File: config.mk
export PLATFORM = sky130hd
export DESIGN_NAME = antialiased_line_rasterizer_unit
export DESIGN_NICKNAME = d
export VERILOG_FILES = /design/src/rtl/alr_pkg.sv /design/src/rtl/antialiased_line_rasterizer_unit.sv /design/src/rtl/alr_div.sv /design/src/rtl/alr_pix.sv
export SDC_FILE = /design/constraint.sdc
export NUM_CORES = 2
export LEC_CHECK = 0
export BUFFER_PORTS_ARGS = -buffer_cell sky130_fd_sc_hd__buf_2
export CORE_MARGIN = 4
export CORE_UTILIZATION = 30
export CTS_CLUSTER_SIZE = 25
export DETAILED_ROUTE_END_ITERATION = 8
export GPL_ROUTABILITY_DRIVEN = 0
export GPL_TIMING_DRIVEN = 0
export PLACE_DENSITY = 0.54
export SETUP_SLACK_MARGIN = 0.4
export SYNTH_ARGS = -nofsm -noshare
export SYNTH_HDL_FRONTEND = slang
export SYNTH_SLANG_ARGS = --single-unit
File: constraint.sdc
create_clock -name aclk -period 6.35 [get_ports aclk]
set_input_delay 1.5875 -clock aclk [delete_from_list [all_inputs] [get_ports aclk]]
set_output_delay 1.5875 -clock aclk [all_outputs]
set_load 0.02 [all_outputs]
File: src/rtl/alr_pkg.sv
package alr_pkg;

    // screen geometry and address space
    localparam int SCREEN_WIDTH  = 640;
    localparam int ADDRESS_BITS  = 19;
    localparam int ADDR_FIELD_W  = 19;
    localparam int FULL_ADDR_W   = 21;
    localparam logic [FULL_ADDR_W-1:0] ADDR_MASK =
        FULL_ADDR_W'((64'd1 << ADDRESS_BITS) - 64'd1);

    // field widths
    localparam int COORD_W   = 16;
    localparam int CHAN_W    = 8;
    localparam int COLOR_W   = 24;
    localparam int POS_W     = 10;
    localparam int ACC_W     = 26;
    localparam int GRAD_W    = 18;
    localparam int IN_DATA_W  = 88;
    localparam int OUT_DATA_W = 88;

    // divider sizing
    localparam int DIV_W     = 32;
    localparam int DIV_CNT_W = 6;

    // item kinds on the input tuser
    localparam logic KIND_LOAD = 1'b0;
    localparam logic KIND_STEP = 1'b1;

    // line state seen by the pixel unit
    typedef struct packed {
        logic              steep;
        logic [POS_W-1:0]  major_position;
        logic [ACC_W-1:0]  minor_acc;
        logic [CHAN_W-1:0] red;
        logic [CHAN_W-1:0] green;
        logic [CHAN_W-1:0] blue;
    } alr_line_t;

    // divider status
    typedef struct packed {
        logic busy;
        logic done;
    } alr_div_status_t;

endpackage

File: src/rtl/antialiased_line_rasterizer_unit.sv
// channel  | direction | tdata (low bit up)                              | tuser       | tlast
// s_       | in        | x_start y_start x_end y_end red green blue      | kind        | -
// m_       | out       | address_first color_first address_second        | pixel_valid | line_done
//          |           | color_second                                    |             |
//
// a step beat's result is formed from the line registers and
// registered on the m_ side in the cycle it is accepted.
// a load beat holds s_tready low until its gradient is stored, so the next beat waits while the
// unit picks the axis, orders the endpoints, runs the divider at one quotient bit per cycle
// and stores the gradient.
// reset (aresetn low, synchronous) leaves no line active and the m_ side empty.
// a new beat is taken while a result waits only if that result is taken in the same cycle.
module antialiased_line_rasterizer_unit (
    input  logic                               aclk,
    input  logic                               aresetn,
    input  logic                               s_tvalid,
    output logic                               s_tready,
    // x_start[15:0] y_start[31:16] x_end[47:32] y_end[63:48]
    // red[71:64] green[79:72] blue[87:80]
    input  logic [alr_pkg::IN_DATA_W-1:0]      s_tdata,
    // kind
    input  logic                               s_tuser,
    output logic                               m_tvalid,
    input  logic                               m_tready,
    // address_first[18:0] color_first[42:19] address_second[61:43]
    // color_second[85:62], zero fill [87:86]
    output logic [alr_pkg::OUT_DATA_W-1:0]     m_tdata,
    // pixel_valid
    output logic                               m_tuser,
    // line_done
    output logic                               m_tlast
);
    import alr_pkg::*;

    localparam logic [1:0] ST_IDLE  = 2'd0;
    localparam logic [1:0] ST_AXIS  = 2'd1;
    localparam logic [1:0] ST_ORDER = 2'd2;
    localparam logic [1:0] ST_DIV   = 2'd3;

    logic [1:0] state_reg, state_next;

    // raw endpoints of a load
    logic [COORD_W-1:0] xs_reg, ys_reg, xe_reg, ye_reg;
    // endpoints along the chosen axes
    logic [COORD_W-1:0] maj_s_reg, maj_e_reg, min_s_reg, min_e_reg;

    logic               line_active_reg, line_active_next;
    logic               steep_reg;
    logic [POS_W-1:0]   major_position_reg, major_position_next;
    logic [POS_W-1:0]   major_last_reg;
    logic [ACC_W-1:0]   minor_acc_reg, minor_acc_next;
    logic [GRAD_W-1:0]  gradient_reg;
    logic [CHAN_W-1:0]  red_reg, green_reg, blue_reg;
    logic               neg_reg;
    logic               zero_len_reg;

    logic                    m_tvalid_reg, m_tvalid_next;
    logic [OUT_DATA_W-1:0]   m_tdata_reg, m_tdata_next;
    logic                    m_tuser_reg, m_tuser_next;
    logic                    m_tlast_reg, m_tlast_next;

    logic accept;
    logic is_load;

    // axis choice
    logic [COORD_W:0]   dx, dy;
    logic [COORD_W-1:0] adx, ady;
    logic               steep_sel;

    // endpoint ordering
    logic               swap;
    logic [COORD_W-1:0] lo_maj, hi_maj, lo_min, hi_min;
    logic [COORD_W-1:0] dmaj;
    logic [COORD_W:0]   dmin;
    logic [COORD_W-1:0] mag;
    logic               div_start;
    logic [DIV_W-1:0]   quotient;
    alr_div_status_t    div_status;
    logic [GRAD_W-1:0]  q_cut;
    logic [GRAD_W-1:0]  grad_new;

    alr_line_t               line;
    logic [ADDR_FIELD_W-1:0] address_first, address_second;
    logic [COLOR_W-1:0]      color_first, color_second;
    logic                    last_step;

    assign accept  = s_tvalid && s_tready;
    assign is_load = (s_tuser == KIND_LOAD);

    assign s_tready = (state_reg == ST_IDLE) && (!m_tvalid_reg || m_tready);

    // major axis is x unless |dy| is larger
    assign dx        = {1'b0, xe_reg} - {1'b0, xs_reg};
    assign dy        = {1'b0, ye_reg} - {1'b0, ys_reg};
    assign adx       = dx[COORD_W] ? COORD_W'(-dx) : dx[COORD_W-1:0];
    assign ady       = dy[COORD_W] ? COORD_W'(-dy) : dy[COORD_W-1:0];
    assign steep_sel = (adx < ady);

    // order so the major coordinate does not decrease
    assign swap   = (maj_s_reg > maj_e_reg);
    assign lo_maj = swap ? maj_e_reg : maj_s_reg;
    assign hi_maj = swap ? maj_s_reg : maj_e_reg;
    assign lo_min = swap ? min_e_reg : min_s_reg;
    assign hi_min = swap ? min_s_reg : min_e_reg;
    assign dmaj   = hi_maj - lo_maj;
    assign dmin   = {1'b0, hi_min} - {1'b0, lo_min};
    assign mag    = dmin[COORD_W] ? COORD_W'(-dmin) : dmin[COORD_W-1:0];

    assign div_start = (state_reg == ST_ORDER);

    alr_div u_div (
        .aclk     (aclk),
        .aresetn  (aresetn),
        .start    (div_start),
        .dividend ({mag, {COORD_W{1'b0}}}),
        .divisor  (dmaj),
        .quotient (quotient),
        .status   (div_status)
    );

    // signed gradient, zero for a zero-length line
    assign q_cut    = quotient[GRAD_W-1:0];
    assign grad_new = zero_len_reg ? '0 : (neg_reg ? GRAD_W'(-q_cut) : q_cut);

    // pixel pair for the current step
    assign line.steep          = steep_reg;
    assign line.major_position = major_position_reg;
    assign line.minor_acc      = minor_acc_reg;
    assign line.red            = red_reg;
    assign line.green          = green_reg;
    assign line.blue           = blue_reg;

    alr_pix u_pix (
        .line           (line),
        .address_first  (address_first),
        .color_first    (color_first),
        .address_second (address_second),
        .color_second   (color_second)
    );

    assign last_step = (major_position_reg == major_last_reg);

    // sequencer and line state
    always_comb begin
        state_next          = state_reg;
        line_active_next    = line_active_reg;
        major_position_next = major_position_reg;
        minor_acc_next      = minor_acc_reg;
        m_tvalid_next       = m_tvalid_reg && !m_tready;
        m_tdata_next        = m_tdata_reg;
        m_tuser_next        = m_tuser_reg;
        m_tlast_next        = m_tlast_reg;
        unique case (state_reg)
            ST_IDLE: begin
                if (accept) begin
                    m_tvalid_next = 1'b1;
                    m_tdata_next  = '0;
                    m_tuser_next  = 1'b0;
                    m_tlast_next  = 1'b0;
                    if (is_load) begin
                        line_active_next = 1'b1;
                        state_next       = ST_AXIS;
                    end else if (line_active_reg) begin
                        m_tdata_next = OUT_DATA_W'({color_second, address_second,
                                                    color_first, address_first});
                        m_tuser_next = 1'b1;
                        m_tlast_next = last_step;
                        minor_acc_next = minor_acc_reg +
                            {{(ACC_W-GRAD_W){gradient_reg[GRAD_W-1]}}, gradient_reg};
                        if (last_step) begin
                            line_active_next = 1'b0;
                        end else begin
                            major_position_next = major_position_reg + 1'b1;
                        end
                    end
                end
            end
            ST_AXIS: begin
                state_next = ST_ORDER;
            end
            ST_ORDER: begin
                minor_acc_next      = {lo_min, {(ACC_W-COORD_W){1'b0}}};
                major_position_next = lo_maj[COORD_W-1:COORD_W-POS_W];
                state_next          = ST_DIV;
            end
            ST_DIV: begin
                if (div_status.done) begin
                    state_next = ST_IDLE;
                end
            end
            default: begin
                state_next = ST_IDLE;
            end
        endcase
    end

    always_ff @(posedge aclk) begin
        if (!aresetn) begin
            state_reg       <= ST_IDLE;
            line_active_reg <= 1'b0;
            m_tvalid_reg    <= 1'b0;
        end else begin
            state_reg       <= state_next;
            line_active_reg <= line_active_next;
            m_tvalid_reg    <= m_tvalid_next;
        end
        major_position_reg <= major_position_next;
        minor_acc_reg      <= minor_acc_next;
        m_tdata_reg        <= m_tdata_next;
        m_tuser_reg        <= m_tuser_next;
        m_tlast_reg        <= m_tlast_next;
    end

    // load capture, axis choice, ordering and gradient store
    always_ff @(posedge aclk) begin
        if (accept && is_load) begin
            xs_reg    <= s_tdata[15:0];
            ys_reg    <= s_tdata[31:16];
            xe_reg    <= s_tdata[47:32];
            ye_reg    <= s_tdata[63:48];
            red_reg   <= s_tdata[71:64];
            green_reg <= s_tdata[79:72];
            blue_reg  <= s_tdata[87:80];
        end
        if (state_reg == ST_AXIS) begin
            steep_reg <= steep_sel;
            maj_s_reg <= steep_sel ? ys_reg : xs_reg;
            maj_e_reg <= steep_sel ? ye_reg : xe_reg;
            min_s_reg <= steep_sel ? xs_reg : ys_reg;
            min_e_reg <= steep_sel ? xe_reg : ye_reg;
        end
        if (state_reg == ST_ORDER) begin
            major_last_reg <= hi_maj[COORD_W-1:COORD_W-POS_W];
            neg_reg        <= dmin[COORD_W];
            zero_len_reg   <= (dmaj == '0);
        end
        if ((state_reg == ST_DIV) && div_status.done) begin
            gradient_reg <= grad_new;
        end
    end

    assign m_tvalid = m_tvalid_reg;
    assign m_tdata  = m_tdata_reg;
    assign m_tuser  = m_tuser_reg;
    assign m_tlast  = m_tlast_reg;

endmodule

File: src/rtl/alr_div.sv
module alr_div (
    input  logic                          aclk,
    input  logic                          aresetn,
    input  logic                          start,
    input  logic [alr_pkg::DIV_W-1:0]     dividend,
    input  logic [alr_pkg::COORD_W-1:0]   divisor,
    output logic [alr_pkg::DIV_W-1:0]     quotient,
    output alr_pkg::alr_div_status_t      status
);
    import alr_pkg::*;

    localparam logic [DIV_CNT_W-1:0] LAST_STEP = DIV_CNT_W'(DIV_W - 1);

    logic [COORD_W-1:0]   rem_reg, rem_next;
    logic [DIV_W-1:0]     dq_reg, dq_next;
    logic [DIV_CNT_W-1:0] count_reg, count_next;
    logic                 busy_reg, busy_next;
    logic                 done_reg, done_next;

    logic [COORD_W:0]     shifted;
    logic [COORD_W:0]     diff;
    logic                 fits;

    // one restoring step: shift in a dividend bit, subtract if it fits
    assign shifted = {rem_reg, dq_reg[DIV_W-1]};
    assign diff    = shifted - {1'b0, divisor};
    assign fits    = (shifted >= {1'b0, divisor});

    always_comb begin
        rem_next   = rem_reg;
        dq_next    = dq_reg;
        count_next = count_reg;
        busy_next  = busy_reg;
        done_next  = 1'b0;
        if (start) begin
            rem_next   = '0;
            dq_next    = dividend;
            count_next = '0;
            busy_next  = 1'b1;
        end else if (busy_reg) begin
            rem_next   = fits ? diff[COORD_W-1:0] : shifted[COORD_W-1:0];
            dq_next    = {dq_reg[DIV_W-2:0], fits};
            count_next = count_reg + 1'b1;
            if (count_reg == LAST_STEP) begin
                busy_next = 1'b0;
                done_next = 1'b1;
            end
        end
    end

    always_ff @(posedge aclk) begin
        if (!aresetn) begin
            busy_reg  <= 1'b0;
            done_reg  <= 1'b0;
            count_reg <= '0;
        end else begin
            busy_reg  <= busy_next;
            done_reg  <= done_next;
            count_reg <= count_next;
        end
        rem_reg <= rem_next;
        dq_reg  <= dq_next;
    end

    assign quotient    = dq_reg;
    assign status.busy = busy_reg;
    assign status.done = done_reg;

endmodule

File: src/rtl/alr_pix.sv
module alr_pix (
    input  alr_pkg::alr_line_t                line,
    output logic [alr_pkg::ADDR_FIELD_W-1:0]  address_first,
    output logic [alr_pkg::COLOR_W-1:0]       color_first,
    output logic [alr_pkg::ADDR_FIELD_W-1:0]  address_second,
    output logic [alr_pkg::COLOR_W-1:0]       color_second
);
    import alr_pkg::*;

    localparam logic [FULL_ADDR_W-1:0] WIDTH_C = FULL_ADDR_W'(SCREEN_WIDTH);

    logic [POS_W-1:0]       minor_int;
    logic [CHAN_W-1:0]      frac_w;
    logic [CHAN_W:0]        weight_hi;
    logic [CHAN_W:0]        weight_lo;
    logic [POS_W-1:0]       mul_a;
    logic [POS_W-1:0]       add_b;
    logic [FULL_ADDR_W-1:0] first_full;
    logic [FULL_ADDR_W-1:0] second_full;
    logic [FULL_ADDR_W-1:0] first_m;
    logic [FULL_ADDR_W-1:0] second_m;
    logic [FULL_ADDR_W-1:0] next_step;

    function automatic logic [CHAN_W-1:0] scale(input logic [CHAN_W-1:0] c,
                                                input logic [CHAN_W:0]   wt);
        logic [2*CHAN_W:0] prod;
        prod = {{(CHAN_W+1){1'b0}}, c} * {{CHAN_W{1'b0}}, wt};
        return prod[2*CHAN_W-1:CHAN_W];
    endfunction

    // split the minor coordinate into pixel and weight
    assign minor_int = line.minor_acc[ACC_W-1:ACC_W-POS_W];
    assign frac_w    = line.minor_acc[ACC_W-POS_W-1:ACC_W-POS_W-CHAN_W];
    assign weight_lo = {1'b0, frac_w};
    assign weight_hi = (CHAN_W+1)'(9'd256 - {1'b0, frac_w});

    // row times width plus column, wrapped to the address space
    assign mul_a       = line.steep ? line.major_position : minor_int;
    assign add_b       = line.steep ? minor_int : line.major_position;
    assign next_step   = line.steep ? FULL_ADDR_W'(1) : WIDTH_C;
    assign first_full  = FULL_ADDR_W'(mul_a) * WIDTH_C + FULL_ADDR_W'(add_b);
    assign second_full = first_full + next_step;
    assign first_m     = first_full & ADDR_MASK;
    assign second_m    = second_full & ADDR_MASK;

    assign address_first  = first_m[ADDR_FIELD_W-1:0];
    assign address_second = second_m[ADDR_FIELD_W-1:0];

    // weighted colours, blue high, red low
    assign color_first  = {scale(line.blue, weight_hi), scale(line.green, weight_hi),
                           scale(line.red, weight_hi)};
    assign color_second = {scale(line.blue, weight_lo), scale(line.green, weight_lo),
                           scale(line.red, weight_lo)};

endmodule

### After elaboration in Yosys (flattened, before gate mapping)

Index checks and enable logic that the tools add are counted.

* bits in read-only memories: 0
* input bits: 93
* flip-flop bits (word level): 369
* memories kept: 0
* memory bits (writable): 0
* output and inout bits: 92
* word-level logic and storage cells: 130
* latch bits: 0

* div/mod/pow operators: 0
* order comparisons: 3
* multipliers: 7
* equal/unequal tests: 11
* muxes and demuxes: 41
* shift-type cells: 0
* $add $sub $neg: 15
* bitwise logic cells: 3
* reductions and logical operators: 19

Operators by type and width (number)
* 16-bit 2-to-1 mux: 12
* 26-bit 2-to-1 mux: 3
* 10-bit 2-to-1 mux: 7
* 32-bit 2-to-1 mux: 2
* 26-bit case mux with 2 select lines: 1
* 16-bit by 16-bit subtractor with 17-bit output: 3
* 8-bit by 8-bit multiplier with 16-bit output: 3
* 8-bit by 9-bit multiplier with 16-bit output: 3
* 16-bit negation: 3
* 16-bit subtractor: 2
* 26-bit adder: 1
* 10-bit case mux with 2 select lines: 1
* 19-bit by 10-bit adder with 19-bit output: 1
* 19-bit adder: 1
* 18-bit 2-to-1 mux: 1
* 18-bit negation: 1
* 17-bit by 16-bit >= comparator with 1-bit output: 1
* 16-bit greater-than comparator: 1
* 16-bit zero test: 1
* 16-bit less-than comparator: 1
* 10-bit by 3-bit multiplier with 12-bit output, second input constant: 1
* 10-bit by 1-bit adder with 10-bit output, second input constant: 1
* 10-bit equality test: 1
* 1-bit 2-to-1 mux: 10
* other kinds (21): 37

### Depth between registers and ports, before layout

* word-level depth: 6
* depth in mapped cells: 32
* gate-level depth less buffers: 30

### By module

From an unflattened synthesis, not the netlist that was laid out.

* cell total of the unflattened synthesis: 3541
* area total of the unflattened synthesis: 34734.6 um^2

By module, submodules not included
* antialiased_line_rasterizer_unit: cells each 1682, area each 18233.7 um^2, times used 1
* alr_pix: cells each 1561, area each 13267.7 um^2, times used 1
* alr_div: cells each 298, area each 3233.1 um^2, times used 1

### Worst setup path before layout

Ideal clock, no wire load.

* kind: register to register
* from: register xe_reg[0]
* to: register min_e_reg[12], data pin
* clock period less this slack: 6.540 ns
* setup time: 0.260 ns
* path slack: -0.190 ns
* stages on the path, launching flop included: 33
* arrival: 6.281 ns
* path buffers: 2
* cell sequence: edfxtp_1 -> inv_1 -> ha_1 -> inv_1 -> fa_1 -> a21o_1 -> a21oi_1 -> o21ai_0 -> a21oi_1 -> nor2b_1 -> o21a_1 -> o31a_1 -> o41ai_1 -> o21a_1 -> o21bai_1 -> a21o_1 -> clkbuf_1 -> mux2_1 -> ha_1 -> a21o_1 -> a21o_1 -> a21o_1 -> a21o_1 -> a21o_1 -> a21o_1 -> a21o_1 -> a21oi_1 -> o21ai_0 -> o211ai_1 -> a21oi_1 -> inv_2 -> clkbuf_1 -> mux2_2

* cells in the longest elaborated chain, start to end: 5

Ends and longest elaborated chain
* start: declaration: line antialiased_line_rasterizer_unit.sv:43 `logic [COORD_W-1:0] xs_reg, ys_reg, xe_reg, ye_reg;`
* start signal: assignment: line antialiased_line_rasterizer_unit.sv:219 `xe_reg <= s_tdata[47:32];`
* 16-bit by 16-bit subtractor with 17-bit output (*): line antialiased_line_rasterizer_unit.sv:93 `assign dx = {1'b0, xe_reg} - {1'b0, xs_reg};`
* 16-bit negation: line antialiased_line_rasterizer_unit.sv:95 `assign adx = dx[COORD_W] ? COORD_W'(-dx) : dx[COORD_W-1:0];`
* 16-bit 2-to-1 mux (*): line antialiased_line_rasterizer_unit.sv:95
* 16-bit less-than comparator (*): line antialiased_line_rasterizer_unit.sv:97 `assign steep_sel = (adx < ady);`
* 16-bit 2-to-1 mux (*): line antialiased_line_rasterizer_unit.sv:230 `min_e_reg <= steep_sel ? xe_reg : ye_reg;`
* end signal: assignment: line antialiased_line_rasterizer_unit.sv:230
* end: declaration: line antialiased_line_rasterizer_unit.sv:45 `logic [COORD_W-1:0] maj_s_reg, maj_e_reg, min_s_reg, min_e_reg;`

Every way passes the cells marked *; elsewhere a longest branch is shown, timed or not.
A chain may end at the register's enable or synchronous reset.

### Final worst setup path

* from: register xe_reg[0]
* to: register maj_e_reg[9], data pin

* cells in the longest elaborated chain, start to end: 5

Ends and longest elaborated chain
* 16-bit by 16-bit subtractor with 17-bit output (*): line antialiased_line_rasterizer_unit.sv:93
* 16-bit negation: line antialiased_line_rasterizer_unit.sv:95
* 16-bit 2-to-1 mux (*): line antialiased_line_rasterizer_unit.sv:95
* 16-bit less-than comparator (*): line antialiased_line_rasterizer_unit.sv:97
* 16-bit 2-to-1 mux (*): line antialiased_line_rasterizer_unit.sv:228 `maj_e_reg <= steep_sel ? ye_reg : xe_reg;`
* end signal: assignment: line antialiased_line_rasterizer_unit.sv:228
* end: declaration: line antialiased_line_rasterizer_unit.sv:45

Marked as above.

==> impl_metrics.tcl <==
set metrics [dict create \
    worst_pin_slew_ns 1.24 \
    synth_top_area_share_pct 28.6 \
    required_ns 6.72 \
    seq_area_frac_synth_pct 31.2 \
    num_io_pins 185 \
    initial_core_util_pct 30.2 \
    clock.fmax_ghz 0.162 \
    die_w_um 344 \
    vias_per_cell 4.74 \
    worst-setup-path-type "reg2reg" \
    cts_buffer_depth 3 \
    hold_path.class "reg2reg" \
    skew_ns 0.0480 \
    die_area_um2 119000 \
    antenna_found_initial 6 \
    cp_slowest_cell "o41ai_4" \
    endpoint_kind "flop" \
    crit_top_cell "a21o_1" \
    die_h_um 344 \
    final_common_cell "inv_1" \
    drc_errors 0 \
    critPathTopFamily "compound AO/OA/AOI/OAI gates" \
    track_usage_pct 16.1 \
    rsz0062_at_grt "yes" \
    grt_overflow 0 \
    drtPass1Iterations 6 \
    drt.antenna.violating_nets 0 \
    grt_first_pass_wirelength_um 149000 \
    cts_htree_levels 2 \
    syn_to_final_growth_pct 21.3 \
    hold_path.startpoint "u_div.count_reg[5]$_SDFFE_PP0P_" \
    drive_above_1_share_pct 17.9 \
    hold_buffers 0 \
    coreArea_um2 112000 \
    synthTopCellsByArea "edfxtp_1 29%, fa_1 14%, ha_1 12%" \
    wire_per_inst_um 17.6 \
    synth_ff_type "edfxtp_1" \
    yosysUniqueCellTypes 91 \
    yosys.area.top_type "edfxtp_1" \
    worst-path-buf-inv 5 \
    rr_startpoint "xe_reg[0]$_DFFE_PP_" \
    ctsRootBufferMaster "clkbuf_16" \
    fin_crit_sh_pct 97.2 \
    drt-initial-drc-count 1365 \
    place_hpwl_um 74900 \
    cp.arrival_ns 6.54 \
    synth_edf_count 323 \
    rows 123 \
    cts-buffers-inserted 48 \
    syn_area_um2 33900 \
    numPortBuffers 182 \
    nets 4556 \
    crit_path_max_fanout 5 \
    final_hold_viol_count 0 \
    outcome "finished clean" \
    worst_hold_path.endpoint "u_div.done_reg$_SDFF_PP0_" \
    async_flop_share_pct 0 \
    synth_seq_cells 367 \
    via_count 25800 \
    routed_wl_um 95900 \
    maxSlewHeadroom_pct 17.4 \
    cts_num_sinks 367 \
    startpoint "xe_reg[0]$_DFFE_PP_" \
    min_delay_path_depth 1 \
    worst_r2r_path_depth 32 \
    ys_warn_count 0 \
    slowest_delay_ns 0.42 \
    cp-start-kind "flop" \
    grt_pass1_vias 26000 \
    setup_viol 0 \
    layout_common_cells "430 x inv_1, 391 x nand2_1, 323 x edfxtp_1, 313 x ha_1, 261 x nor2_1" \
    max-cap-violations 0 \
    clk_latency_ns 0.66 \
    report.final.slew_viol_count 0 \
    grt_max_degree 66 \
    timing.rr.end "maj_e_reg[9]$_DFFE_PN_" \
    avgSynthCellArea_um2 9.66 \
    cts_tree "built" \
    syn_inst 3514 \
    cts.clk_slew.worst_paths_ns 0.06 \
    largest_reg_flops 86 \
    tns_ns 0 \
    r2r_slack_ns 0.18 \
    fin_crit_ns 6.17 \
]
-- worst max-delay path by stage --
| stage | end | slack [ns] | depth (start not counted) |
|---|---|---|---|
| floorplan | u_div.rem_reg[12]$_SDFFE_PP0P_ | 0.40 | 29 |
| global placement | m_tdata[42]$_SDFFCE_PN0P_ | -1.52 | 24 |
| detailed placement | u_div.quotient[30]$_DFFE_PP_ | -1.01 | 26 |
| CTS | min_e_reg[7]$_DFFE_PN_ | 0.11 | 32 |
| global route | maj_e_reg[9]$_DFFE_PN_ | -0.13 | 32 |
| finish | maj_e_reg[9]$_DFFE_PN_ | 0.18 | 32 |
-- through the flow --
stage / utilization (%) / setup WS, ns / hold slack [ns] / std cells / area (um^2)
after floorplan: - / 0.401 / 0.424 / 3515 / 34000
after global placement: 32.7 / -1.52 / 0.448 / 5197 / 36800
after detailed placement: 32.8 / -1.01 / 0.445 / 5201 / 36900
after CTS: 35.6 / 0.106 / 0.466 / 5380 / 40100
after global routing: 36.6 / -0.130 / 0.486 / 5439 / 41100
final: 36.6 / 0.180 / 0.468 / 5442 / 41200
-- final cells by class --
cell class	count	area [um^2]
clock inverter	36	417
multi-input combinational	2560	22200
inverter	450	1700
fill	11300	71200
antenna	3	7.51
buffer	138	943
clock buffer	54	1230
sequential	367	10600
tap	1500	1880
timing repair buffer	334	2210
-- what timing repair did --
| item | in CTS | in global routing |
|---|---|---|
| resized for setup | 189 | 179 |
| pin swaps | 74 | 78 |
| gates cloned | 3 | 1 |
| setup endpoints to repair | 115 | 114 |
| setup buffers | 86 | 58 |
| endpoints found under the hold margin | 0 | 0 |
-- synthesized netlist by cell type, types with 10 or more instances --
master / count
dfxtp_1: 44
xor2_1: 97
buf_1: 15
edfxtp_1: 323
and3_1: 10
o31ai_1: 19
mux2_2: 47
maj3_1: 28
nor4_1: 10
xnor2_1: 168
a21o_1: 43
nand4_1: 22
a211oi_1: 19
nor3_1: 28
a21oi_1: 122
or3_1: 23
nand2b_1: 35
a31oi_1: 28
o21ai_0: 82
nor2b_1: 39
o211ai_1: 13
nor2_1: 268
clkbuf_1: 110
o21a_1: 10
o21bai_1: 37
mux2i_1: 79
nand2_1: 394
and2_1: 193
nand3_1: 37
fa_1: 231
ha_1: 333
o21ai_1: 16
inv_1: 448
-- per-layer routing --
layer,track usage (%),wire length (um),up-vias
met4,4.32,2400,0
met2,27.7,46200,565
met1,21.0,42400,12600
li1,-,-,12500
met3,2.34,5000,127
met5,0,0,-
-- cells by family after synthesis --
logic type               synth area share, %
flip-flops                              31.2
adder cells (fa/ha/maj)                 26.8
multiplexers                            3.92
AND/OR/NAND/NOR                         15.4
buffers and inverters                   6.61
XOR/XNOR                                6.94
other                                 0.0111
AO/OA/AOI/OAI                           9.19
Power is not shown: default switching activity piles up to over one toggle a cycle in this logic, so the estimate is an artifact.
